**src/rtl/cdn_pkg.sv**
```systemverilog
// ----------------------------------------------------------------------------
// cdn_pkg: civil date day count types and constants
// Transfer types, pipeline stage records and calendar tables shared by the
// day count unit.
// ----------------------------------------------------------------------------
package cdn_pkg;

  localparam logic [13:0] YEAR_BASE     = 14'd1970;
  localparam logic [13:0] YEAR_LAST     = 14'd9999;
  localparam logic [12:0] RECIP_100     = 13'd5243;
  localparam int          RECIP_SHIFT   = 19;
  localparam logic [6:0]  HUNDRED       = 7'd100;
  localparam logic [8:0]  DAYS_PER_YEAR = 9'd365;
  localparam logic [11:0] LEAPS_BASE    = 12'd477;
  localparam logic [3:0]  MONTH_FEB     = 4'd2;
  localparam logic [3:0]  MONTH_DEC     = 4'd12;
  localparam logic [3:0]  MONTH_JAN     = 4'd1;

  typedef struct packed {
    logic [4:0]  in_day;
    logic [3:0]  in_month;
    logic [13:0] in_year;
  } cdn_in_t;

  typedef struct packed {
    logic [21:0] day_number;
    logic        is_valid;
    logic        is_leap;
    logic [4:0]  month_length;
    logic [4:0]  next_day;
    logic [3:0]  next_month;
    logic [13:0] next_year;
  } cdn_out_t;

  typedef struct packed {
    logic [4:0]  day;
    logic [3:0]  month;
    logic [13:0] year;
    logic [26:0] prod_y;
    logic [26:0] prod_n;
    logic        month_ok;
    logic        year_ok;
    logic [4:0]  month_base;
    logic [8:0]  days_before;
  } cdn_s1_t;

  typedef struct packed {
    logic [4:0]  day;
    logic [3:0]  month;
    logic [13:0] year;
    logic        month_ok;
    logic        year_ok;
    logic [4:0]  month_base;
    logic [8:0]  days_before;
    logic [11:0] leaps;
    logic [12:0] year_off;
    logic        leap;
  } cdn_s2_t;

  typedef struct packed {
    logic [21:0] year_days;
    logic [21:0] rest_days;
    logic        ok;
    logic        leap;
    logic [4:0]  month_length;
    logic [4:0]  next_day;
    logic [3:0]  next_month;
    logic [13:0] next_year;
  } cdn_s3_t;

  function automatic logic [4:0] month_days(input logic [3:0] m);
    logic [4:0] r;
    case (m)
      4'd1:    r = 5'd31;
      4'd2:    r = 5'd28;
      4'd3:    r = 5'd31;
      4'd4:    r = 5'd30;
      4'd5:    r = 5'd31;
      4'd6:    r = 5'd30;
      4'd7:    r = 5'd31;
      4'd8:    r = 5'd31;
      4'd9:    r = 5'd30;
      4'd10:   r = 5'd31;
      4'd11:   r = 5'd30;
      4'd12:   r = 5'd31;
      default: r = 5'd0;
    endcase
    return r;
  endfunction

  function automatic logic [8:0] days_before(input logic [3:0] m);
    logic [8:0] r;
    case (m)
      4'd2:    r = 9'd31;
      4'd3:    r = 9'd59;
      4'd4:    r = 9'd90;
      4'd5:    r = 9'd120;
      4'd6:    r = 9'd151;
      4'd7:    r = 9'd181;
      4'd8:    r = 9'd212;
      4'd9:    r = 9'd243;
      4'd10:   r = 9'd273;
      4'd11:   r = 9'd304;
      4'd12:   r = 9'd334;
      default: r = 9'd0;
    endcase
    return r;
  endfunction

endpackage

```
**src/rtl/civil_date_day_count_and_next_unit.sv**
```systemverilog
// Pipeline: input transfer to result valid passes through four register
// stages (reciprocal multiply, remainder and leap count, year days
// and next date, final sum).
// Throughput: one date per cycle; a stall holds only stages that are full.
// Reset: synchronous active-low rst_n clears every stage valid bit.
// ----------------------------------------------------------------------------
// civil_date_day_count_and_next_unit: Gregorian date to day number
// Converts a civil date to its day count, with 1970-01-01 as day 1, and
// gives the leap flag, month length and the following date.
// ----------------------------------------------------------------------------
module civil_date_day_count_and_next_unit (
  input  logic             clk,
  input  logic             rst_n,
  input  logic             in_valid,
  output logic             in_stall,
  input  cdn_pkg::cdn_in_t in_data,
  output logic             out_valid,
  input  logic             out_stall,
  output cdn_pkg::cdn_out_t out_data
);
  import cdn_pkg::*;

  logic     s1_vld_r, s2_vld_r, s3_vld_r, s4_vld_r;
  cdn_s1_t  s1_r, s1_nxt;
  cdn_s2_t  s2_r, s2_nxt;
  cdn_s3_t  s3_r, s3_nxt;
  cdn_out_t s4_r, s4_nxt;
  logic     rdy1, rdy2, rdy3, rdy4;

  assign rdy4     = !s4_vld_r || !out_stall;
  assign rdy3     = !s3_vld_r || rdy4;
  assign rdy2     = !s2_vld_r || rdy3;
  assign rdy1     = !s1_vld_r || rdy2;
  assign in_stall = !rdy1;
  assign out_valid = s4_vld_r;
  assign out_data  = s4_r;

  // stage 1: reciprocal multiply by 1/100, table lookups, range checks
  logic [13:0] yr_prev_in;
  always_comb begin
    yr_prev_in           = in_data.in_year - 14'd1;
    s1_nxt.day           = in_data.in_day;
    s1_nxt.month         = in_data.in_month;
    s1_nxt.year          = in_data.in_year;
    s1_nxt.prod_y        = 27'(in_data.in_year) * 27'(RECIP_100);
    s1_nxt.prod_n        = 27'(yr_prev_in) * 27'(RECIP_100);
    s1_nxt.month_ok      = (in_data.in_month >= MONTH_JAN) && (in_data.in_month <= MONTH_DEC);
    s1_nxt.year_ok       = (in_data.in_year >= YEAR_BASE) && (in_data.in_year <= YEAR_LAST);
    s1_nxt.month_base    = month_days(in_data.in_month);
    s1_nxt.days_before   = days_before(in_data.in_month);
  end

  // stage 2: century remainder, leap flag, leap count up to previous year
  logic [7:0]  q100_y, q100_n;
  logic [13:0] yr_prev, hund_y;
  logic        rem0;
  always_comb begin
    q100_y  = s1_r.prod_y[RECIP_SHIFT +: 8];
    q100_n  = s1_r.prod_n[RECIP_SHIFT +: 8];
    yr_prev = s1_r.year - 14'd1;
    hund_y  = 14'(q100_y) * 14'(HUNDRED);
    rem0    = (hund_y == s1_r.year);
    s2_nxt.day         = s1_r.day;
    s2_nxt.month       = s1_r.month;
    s2_nxt.year        = s1_r.year;
    s2_nxt.month_ok    = s1_r.month_ok;
    s2_nxt.year_ok     = s1_r.year_ok;
    s2_nxt.month_base  = s1_r.month_base;
    s2_nxt.days_before = s1_r.days_before;
    s2_nxt.leaps       = yr_prev[13:2] - 12'(q100_n) + 12'(q100_n[7:2]);
    s2_nxt.year_off    = 13'(s1_r.year - YEAR_BASE);
    s2_nxt.leap        = (s1_r.year[1:0] == 2'd0) && (!rem0 || (q100_y[1:0] == 2'd0));
  end

  // stage 3: year days, month length, validity, following date
  logic [4:0] mlen;
  logic       ok, roll, feb_extra, late_extra;
  always_comb begin
    feb_extra  = (s2_r.month == MONTH_FEB) && s2_r.leap;
    late_extra = (s2_r.month > MONTH_FEB) && s2_r.leap;
    mlen       = s2_r.month_ok ? s2_r.month_base + 5'(feb_extra) : 5'd0;
    ok         = s2_r.month_ok && s2_r.year_ok && (s2_r.day != 5'd0) && (s2_r.day <= mlen);
    roll       = (s2_r.day >= mlen);
    s3_nxt.year_days    = 22'(s2_r.year_off) * 22'(DAYS_PER_YEAR);
    s3_nxt.rest_days    = 22'(s2_r.leaps) - 22'(LEAPS_BASE) + 22'(s2_r.days_before)
                          + 22'(late_extra) + 22'(s2_r.day);
    s3_nxt.ok           = ok;
    s3_nxt.leap         = s2_r.leap;
    s3_nxt.month_length = mlen;
    s3_nxt.next_day     = 5'd0;
    s3_nxt.next_month   = 4'd0;
    s3_nxt.next_year    = 14'd0;
    if (ok) begin
      if (!roll) begin
        s3_nxt.next_day   = s2_r.day + 5'd1;
        s3_nxt.next_month = s2_r.month;
        s3_nxt.next_year  = s2_r.year;
      end else if (s2_r.month == MONTH_DEC) begin
        s3_nxt.next_day   = 5'd1;
        s3_nxt.next_month = MONTH_JAN;
        s3_nxt.next_year  = s2_r.year + 14'd1;
      end else begin
        s3_nxt.next_day   = 5'd1;
        s3_nxt.next_month = s2_r.month + 4'd1;
        s3_nxt.next_year  = s2_r.year;
      end
    end
  end

  // stage 4: final sum, day number zero for an invalid date
  always_comb begin
    s4_nxt.day_number   = s3_r.ok ? s3_r.year_days + s3_r.rest_days : 22'd0;
    s4_nxt.is_valid     = s3_r.ok;
    s4_nxt.is_leap      = s3_r.leap;
    s4_nxt.month_length = s3_r.month_length;
    s4_nxt.next_day     = s3_r.next_day;
    s4_nxt.next_month   = s3_r.next_month;
    s4_nxt.next_year    = s3_r.next_year;
  end

  always_ff @(posedge clk) begin
    if (!rst_n) begin
      s1_vld_r <= 1'b0;
      s2_vld_r <= 1'b0;
      s3_vld_r <= 1'b0;
      s4_vld_r <= 1'b0;
    end else begin
      if (rdy1) s1_vld_r <= in_valid;
      if (rdy2) s2_vld_r <= s1_vld_r;
      if (rdy3) s3_vld_r <= s2_vld_r;
      if (rdy4) s4_vld_r <= s3_vld_r;
    end
  end

  always_ff @(posedge clk) begin
    if (rdy1) s1_r <= s1_nxt;
    if (rdy2) s2_r <= s2_nxt;
    if (rdy3) s3_r <= s3_nxt;
    if (rdy4) s4_r <= s4_nxt;
  end

`ifndef ASSERT_OFF
  a_reset_clears: assert property (@(posedge clk) !rst_n |=> !out_valid)
    else $error("result valid after reset");
  a_no_stall_flows: assert property (@(posedge clk) disable iff (!rst_n)
    !out_stall |-> !in_stall)
    else $error("input stalled while output drains");
  a_valid_nonzero: assert property (@(posedge clk) disable iff (!rst_n)
    out_valid && out_data.is_valid |-> (out_data.day_number != 22'd0)
      && (out_data.next_day != 5'd0) && (out_data.next_month != 4'd0)
      && (out_data.next_month <= MONTH_DEC))
    else $error("valid date with bad day number or next date");
  a_invalid_zero: assert property (@(posedge clk) disable iff (!rst_n)
    out_valid && !out_data.is_valid |-> (out_data.day_number == 22'd0)
      && (out_data.next_day == 5'd0) && (out_data.next_month == 4'd0)
      && (out_data.next_year == 14'd0))
    else $error("invalid date with nonzero result");
`endif

endmodule

```
**config.mk**
```make
export PLATFORM = sky130hd
export DESIGN_NAME = civil_date_day_count_and_next_unit
export DESIGN_NICKNAME = d
export VERILOG_FILES = /design/src/rtl/cdn_pkg.sv /design/src/rtl/civil_date_day_count_and_next_unit.sv
export SDC_FILE = /design/constraint.sdc
export NUM_CORES = 1
export LEC_CHECK = 0
export ABC_AREA = 0
export BUFFER_PORTS_ARGS = -buffer_cell sky130_fd_sc_hd__buf_2
export CAP_MARGIN = 20
export CORE_AREA = 2 2 297 299
export CTS_CLUSTER_DIAMETER = 200
export DETAILED_ROUTE_END_ITERATION = 16
export DIE_AREA = 0 0 299 301
export HOLD_SLACK_MARGIN = 0.15
export SETUP_SLACK_MARGIN = 0.15
export SLEW_MARGIN = 25
export SYNTH_ARGS = -nofsm -noshare
export SYNTH_HDL_FRONTEND = slang
export SYNTH_SLANG_ARGS = --single-unit
```
**constraint.sdc**
```tcl
create_clock -name clk -period 7.35 [get_ports clk]
set_clock_uncertainty 0.05 [all_clocks]
set_input_delay 1.1025 -clock clk [delete_from_list [all_inputs] [get_ports clk]]
set_output_delay 1.1025 -clock clk [all_outputs]
set_load 0.005 [all_outputs]
```
==> impl_metrics.env, run 1 <==
export IMPL_path_class="input port to flop"
export IMPL_cts_sinks=239
export IMPL_first_pass_iters=5
export IMPL_clock_latency_ns=0.55
export IMPL_grt_usage_pct=9.77
export IMPL_start_util_pct=24.8
export IMPL_grt_max_degree=69
export IMPL_num_rows=108
export IMPL_worst_path_max_fanout=4
export IMPL_synth_async_reset_ratio_pct=0
export IMPL_area_delta_synth_final_pct=13.7
export IMPL_vias=13300
export IMPL_multi_input_area_sq_um=12800
export IMPL_synth_nets=2504
export IMPL_maxSlewViolCount=0
export IMPL_fin_crit_sh_pct=90.9
export IMPL_r2r_start="s2_r[2]$_DFFE_PP_"
export IMPL_drtAntennaViolNets=0
export IMPL_grt_antenna_before_repair=1
export IMPL_core_area_sq_um=86500
export IMPL_diodes=0
export IMPL_hp_class="flop to flop"
export IMPL_rr_endpoint="s3_r[71]$_DFFE_PP_"
export IMPL_die_height_microns=301
export IMPL_grt_pass1_wl_mm=71.7
export IMPL_fmax_mhz=150
export IMPL_die_w_microns=299
export IMPL_io_buffers=80
export IMPL_hp_start="s1_r[87]$_DFFE_PN_"
export IMPL_first_iter_violations=640
export IMPL_drive_above_1_share_pct=8.99
export IMPL_routed_wl_mm=42.7
export IMPL_cts_buffers=26
export IMPL_io_pins=81
export IMPL_syn_avg_cell_area_sq_um=11.1
export IMPL_grt_ovfl_total=0
export IMPL_status="finished clean"
export IMPL_cts_tree="yes"
export IMPL_clk_path_buf_depth=3
export IMPL_finalHoldViolCount=0
export IMPL_ir_drop_mv=0.191
export IMPL_syn_area_sq_um=21500
export IMPL_viasPerCell=4.11
export IMPL_nets=2634
export IMPL_ys_flop_type="edfxtp_1"
export IMPL_dieArea_sq_um=90000
export IMPL_setup_viol_count_final=0
export IMPL_r2r_cells=14
export IMPL_cp_end_kind="flop"
export IMPL_place_hpwl_mm=35.7
export IMPL_tns_ns=0
export IMPL_ys_seq_area_share_pct=33.2
export IMPL_period_needed_ns=6.68
export IMPL_syn_instance_count=1931
export IMPL_rsz0062_at_grt="no"
export IMPL_clk_pin_slew_worst_paths_ns=0.07
export IMPL_yosys_warnings=0
export IMPL_cts_root_buf="clkbuf_16"
export IMPL_p_per_area_nw_per_um2=416
export IMPL_worst_ep_required_time_ns=7.57
export IMPL_drc=0
export IMPL_whs_ns=0.362
export IMPL_rrSetupSlack_ns=2.84
export IMPL_start_kind="input port"
export IMPL_crit_arrival_ns=6.90
export IMPL_hold_path_depth=0
export IMPL_cts_max_level=1
export IMPL_fillCellCount=9040
export IMPL_ys_ff_latch=239
export IMPL_tightest_slew_ns=0.843
export IMPL_whs_endpoint="s2_r[59]$_DFFE_PP_"
export IMPL_maxCapViolCount=0
export IMPL_p_leak_nw=11.5
export IMPL_ys_types=75
export IMPL_regArea_sq_um=7140
export IMPL_finalWeightedCongestion=0.842
export IMPL_grt_pass1_vias=14000
export IMPL_maxSlewHeadroom_pct=43.8
export IMPL_synth_edff_count=235
export IMPL_wl_per_cell_microns=13.2
-- state kept, by name, summed over array words and instances, names as in the netlist --
name / count
s3_vld_r: 1
q100_n: 8
q100_y: 8
s2_r: 62
s1_vld_r: 1
out_valid: 1
out_data: 52
s3_r: 68
s2_vld_r: 1
s1_r: 37
-- synth_stat cells, types with 9 or more instances --
| master | n | share of area [%] |
|---|---|---|
| a211oi_1 | 9 | 0.31 |
| a21o_1 | 23 | 0.80 |
| a21oi_1 | 82 | 1.9 |
| a31oi_1 | 12 | 0.35 |
| clkbuf_1 | 14 | 0.24 |
| edfxtp_1 | 235 | 33 |
| fa_1 | 179 | 17 |
| ha_1 | 367 | 21 |
| inv_1 | 400 | 7.0 |
| nand2_1 | 67 | 1.2 |
| nand2b_1 | 16 | 0.47 |
| nand3_1 | 39 | 0.91 |
| nand4_1 | 12 | 0.35 |
| nor2_1 | 90 | 1.6 |
| nor2b_1 | 16 | 0.47 |
| nor3_1 | 22 | 0.51 |
| o21a_1 | 11 | 0.38 |
| o21ai_0 | 56 | 1.3 |
| o21bai_1 | 11 | 0.38 |
| or3_1 | 10 | 0.29 |
| xnor2_1 | 91 | 3.7 |
| xor2_1 | 53 | 2.2 |
-- how the worst max path moves through the flow --
stage	start	cells after the start	endpoint
after floorplan	in_data[2]	24	q100_n[7]$_DFFE_PN_
after global placement	in_data[2]	27	q100_n[7]$_DFFE_PN_
after detailed placement	in_data[2]	26	q100_n[7]$_DFFE_PN_
after CTS	in_data[2]	26	q100_n[7]$_DFFE_PN_
after global routing	in_data[2]	28	q100_n[7]$_DFFE_PN_
final	in_data[2]	26	q100_n[7]$_DFFE_PN_
-- cell families (layout without fill, tap and decap cells) --
logic type,count (synthesis),after routing,synth area share [%]
AOI/OAI and AO/OA,265,265,7.86
xor gates and xnor gates,146,146,6.07
adders and majority gates,546,546,38.1
buffers and inverters,417,567,7.30
DFF,239,239,33.2
muxes,8,8,0.379
and+or+nand+nor,310,310,7.11
-- final cells by class --
class	count	share of cell area, %
Clock inverter	18	0.778
Multi-Input combinational cell	1275	52.4
Sequential cell	239	29.2
Inverter	400	6.15
Clock buffer	30	2.72
Tap cell	1155	5.91
Timing Repair Buffer	119	2.84
-- power breakdown --
group / switching [mW] / internal (mW) / leakage, nW / total [mW]
clock: 0.555 / 0.737 / 0.423 / 1.29
sequential: 0.177 / 2.06 / 2.63 / 2.23
combinational: 3.68 / 2.96 / 8.48 / 6.64
total: 4.41 / 5.75 / 11.5 / 10.2
-- timing repair --
item | 4_1_cts | 5_1_grt
hold endpoints to repair | 0 | 0
hold buffers | 0 | 0
buffers inserted | 0 | 0
setup endpoints to repair | 0 | 3
gates resized for setup | 0 | 2
-- metrics by stage --
| stage | cell area, sq um | utilization (%) | setup slack, ns | std cells | power, mW |
|---|---|---|---|---|---|
| after floorplan | 21500 | - | 0.154 | 1931 | 7.40 |
| after global placement | 23600 | 27.2 | 0.0445 | 3188 | 8.85 |
| after detailed placement | 23600 | 27.2 | 0.00106 | 3188 | 8.94 |
| after CTS | 24400 | 28.2 | 0.544 | 3236 | 10.3 |
| after global routing | 24400 | 28.3 | 0.166 | 3236 | 11.4 |
| final | 24400 | 28.3 | 0.671 | 3236 | 10.2 |
-- per-layer routing --
layer / part of all wire [%] / wire (microns) / GRT usage, % / vias to the layer above
met5: 0 / 0 / 0 / -
li1: - / - / - / 6766
met1: 47 / 20100 / 12.9 / 6346
met3: 3.0 / 1260 / 0.765 / 38
met2: 48 / 20600 / 17.2 / 163
met4: 1.7 / 704 / 2.36 / 0
-- cell usage in the layout, fill, tap and decap left out, drive strengths merged, types with 7 or more instances in the layout --
| cell type | count |
|---|---|
| fa | 179 |
| inv | 406 |
| and2 | 7 |
| a31oi | 13 |
| clkinv | 10 |
| nor2b | 16 |
| clkbuf | 30 |
| a211oi | 10 |
| nand2b | 18 |
| edfxtp | 235 |
| a21oi | 82 |
| xor2 | 53 |
| nor2 | 91 |
| nor3 | 23 |
| nand2 | 68 |
| mux2i | 7 |
| nand3 | 39 |
| xnor2 | 93 |
| or3 | 12 |
| ha | 367 |
| nand4 | 12 |
| buf | 119 |
| and3 | 7 |
| o21a | 11 |
| o21ai | 63 |
| o21bai | 11 |
| a21o | 23 |
-- critical path: stages --
cell and delay (ns):
buf_2 0.11, inv_1 0.12, ha_1 0.16, a21boi_1 0.23
o21ai_1 0.15, a21boi_0 0.26, nand2b_1 0.16, nand3_1 0.12
xnor2_1 0.18, buf_4 0.18, fa_1 0.49, inv_1 0.04
ha_1 0.30, fa_1 0.47, fa_1 0.55, inv_1 0.05
fa_1 0.54, inv_1 0.04, ha_1 0.28, nand4_1 0.19
nor3_1 0.27, o2111ai_1 0.16, a31oi_2 0.22, a41o_1 0.27
and4_1 0.21, nor3_1 0.05
(Power assumes the default switching activity.)
==> run 2: changes to the inputs <==
--- a/config.mk
+++ b/config.mk
@@ -6,12 +6,12 @@
 export NUM_CORES = 1
 export LEC_CHECK = 0
 export ABC_AREA = 0
-export BUFFER_PORTS_ARGS = -buffer_cell sky130_fd_sc_hd__buf_2
+export BUFFER_PORTS_ARGS = -buffer_cell sky130_fd_sc_hd__buf_4
 export CAP_MARGIN = 20
-export CORE_AREA = 2 2 297 299
+export CORE_AREA = 2 2 235 237
 export CTS_CLUSTER_DIAMETER = 200
 export DETAILED_ROUTE_END_ITERATION = 16
-export DIE_AREA = 0 0 299 301
+export DIE_AREA = 0 0 237 239
 export HOLD_SLACK_MARGIN = 0.15
 export SETUP_SLACK_MARGIN = 0.15
 export SLEW_MARGIN = 25
==> impl_metrics.env, run 2 (synthesis gave the netlist of run 1 again) <==
export IMPL_status="finished clean"
export IMPL_grt_pass1_vias=14200
export IMPL_start_util_pct=39.5
export IMPL_final_util_pct=44.0
export IMPL_hp_class="flop to flop"
export IMPL_cts_buffers=27
export IMPL_maxCapViolCount=0
export IMPL_largest_register_ff_count=68
export IMPL_cts_root_buf="clkbuf_16"
export IMPL_num_rows=86
export IMPL_dieArea_sq_um=56600
export IMPL_worst_path_max_fanout=6
export IMPL_dp_cells=2720
export IMPL_reg_top3="s3_r x68, s2_r x62, out_data x52"
export IMPL_maxSlewViolCount=0
export IMPL_pre_cts_ws_ns=0.0140
export IMPL_fin_ws_ns=0.635
export IMPL_cts_sinks=239
export IMPL_finalHoldViolCount=0
export IMPL_vias=13400
export IMPL_regMostFlops="s3_r"
export IMPL_first_iter_violations=593
export IMPL_fin_crit_sh_pct=91.4
export IMPL_grt_pass1_wl_mm=69.8
export IMPL_final_area_sq_um=23900
export IMPL_viasPerCell=4.85
export IMPL_start_kind="input port"
export IMPL_grt_ovfl_total=0
export IMPL_p_leak_nw=11.4
export IMPL_cp_end_kind="flop"
export IMPL_wl_per_cell_microns=15.0
export IMPL_grt_max_degree=69
export IMPL_worst_ep_required_time_ns=7.58
export IMPL_die_w_microns=237
export IMPL_period_needed_ns=6.71
export IMPL_finalWeightedCongestion=0.869
export IMPL_core_area_sq_um=54300
export IMPL_layout_common_cells="inv_1, ha_1, edfxtp_1"
export IMPL_whs_ns=0.369
export IMPL_drc=0
export IMPL_drtAntennaViolNets=0
export IMPL_first_pass_iters=4
export IMPL_io_pins=81
export IMPL_io_buffers=80
export IMPL_post_cts_buffers=0
export IMPL_grt_usage_pct=15.2
export IMPL_rsz0062_at_grt="no"
export IMPL_tns_ns=0
export IMPL_cts_max_level=1
export IMPL_power_mw=10.2
export IMPL_nets=2618
export IMPL_drive_above_1_share_pct=7.95
export IMPL_diodes=0
export IMPL_clk_path_buf_depth=3
export IMPL_cts_tree="yes"
export IMPL_place_area_sq_um=23100
export IMPL_fmax_mhz=149
export IMPL_clk_pin_slew_worst_paths_ns=0.06
export IMPL_final_cells=2768
export IMPL_layout_commonest_cell="inv_1"
export IMPL_path_class="input port to flop"
export IMPL_rrSetupSlack_ns=2.75
export IMPL_routed_wl_mm=41.6
export IMPL_crit_arrival_ns=6.94
export IMPL_die_height_microns=239
export IMPL_p_per_area_nw_per_um2=425
export IMPL_tightest_slew_ns=0.883
export IMPL_clock_latency_ns=0.54
export IMPL_area_delta_synth_final_pct=11.3
export IMPL_grt_antenna_before_repair=0
export IMPL_place_hpwl_mm=34.7
export IMPL_ir_drop_mv=0.354
export IMPL_maxSlewHeadroom_pct=41.1
export IMPL_setup_viol_count_final=0
==> run 2: changes by cell type in the layout (fill, tap and decap cells not counted), sizes merged <==
cell	before	now
buf	119	102
clkinvlp	0	3
inv	406	401
clkbuf	30	34
clkinv	10	8
==> run 2: critical path, stage by stage <==
cell and delay [ns]:
buf_4 0.11, inv_1 0.17, ha_1 0.17, a21boi_1 0.23, o21ai_1 0.13, a21boi_1 0.20, nand2b_1 0.15, nand3_1 0.12
nor2_1 0.20, xnor2_1 0.18, buf_4 0.22, ha_1 0.25, ha_1 0.31, inv_1 0.07, fa_1 0.52, inv_1 0.05
fa_1 0.48, inv_1 0.06, fa_1 0.53, inv_1 0.04, ha_1 0.32, nand3_1 0.10, nor3_1 0.22, o2111ai_1 0.16
a31oi_2 0.26, a41o_1 0.29, and4_1 0.23, nor3_1 0.05
==> run 2: path summary, 6_finish.rpt <==
kind | start | cells past startpoint | end
worst max-delay path | in_data[1] | 28 | q100_n[7]$_DFFE_PN_
worst min-delay path | s3_r[10]$_SDFFCE_PN0P_ | 0 | out_data[10]$_DFFE_PP_
worst max register to register | s2_r[2]$_DFFE_PP_ | 14 | s3_r[71]$_DFFE_PP_
worst min register to register | s3_r[10]$_SDFFCE_PN0P_ | 0 | out_data[10]$_DFFE_PP_
==> run 2: per-layer routing <==
metal  part of all wire (%)  vias to the layer above  routed length (microns)  track usage (%)
met3                    2.8                       57                     1160             1.55
met1                     45                     6451                    18900             19.1
met2                     49                      188                    20500             27.5
met4                    2.6                        0                     1090             4.37
met5                      0                        -                        0                0
li1                       -                     6734                        -                -
==> run 2: final cells by class <==
type	count	area, sq um
repair buffers	102	766
well taps	704	881
multi-input cells	1275	12800
fillers	5042	30400
clock inverters	14	131
flip-flops and latches	239	7140
inverters	400	1500
clock buffers	34	702
==> run 2: where the power goes <==
group / internal [mW] / total [mW] / switching (mW)
Clock: 0.745 / 1.27 / 0.522
Combinational: 3.01 / 6.68 / 3.66
Sequential: 2.06 / 2.22 / 0.167
==> run 2: what timing repair did <==
action | in CTS | in global routing
endpoints found under the setup margin | 0 | 1
resized for setup | 0 | 2
hold buffers | 0 | 0
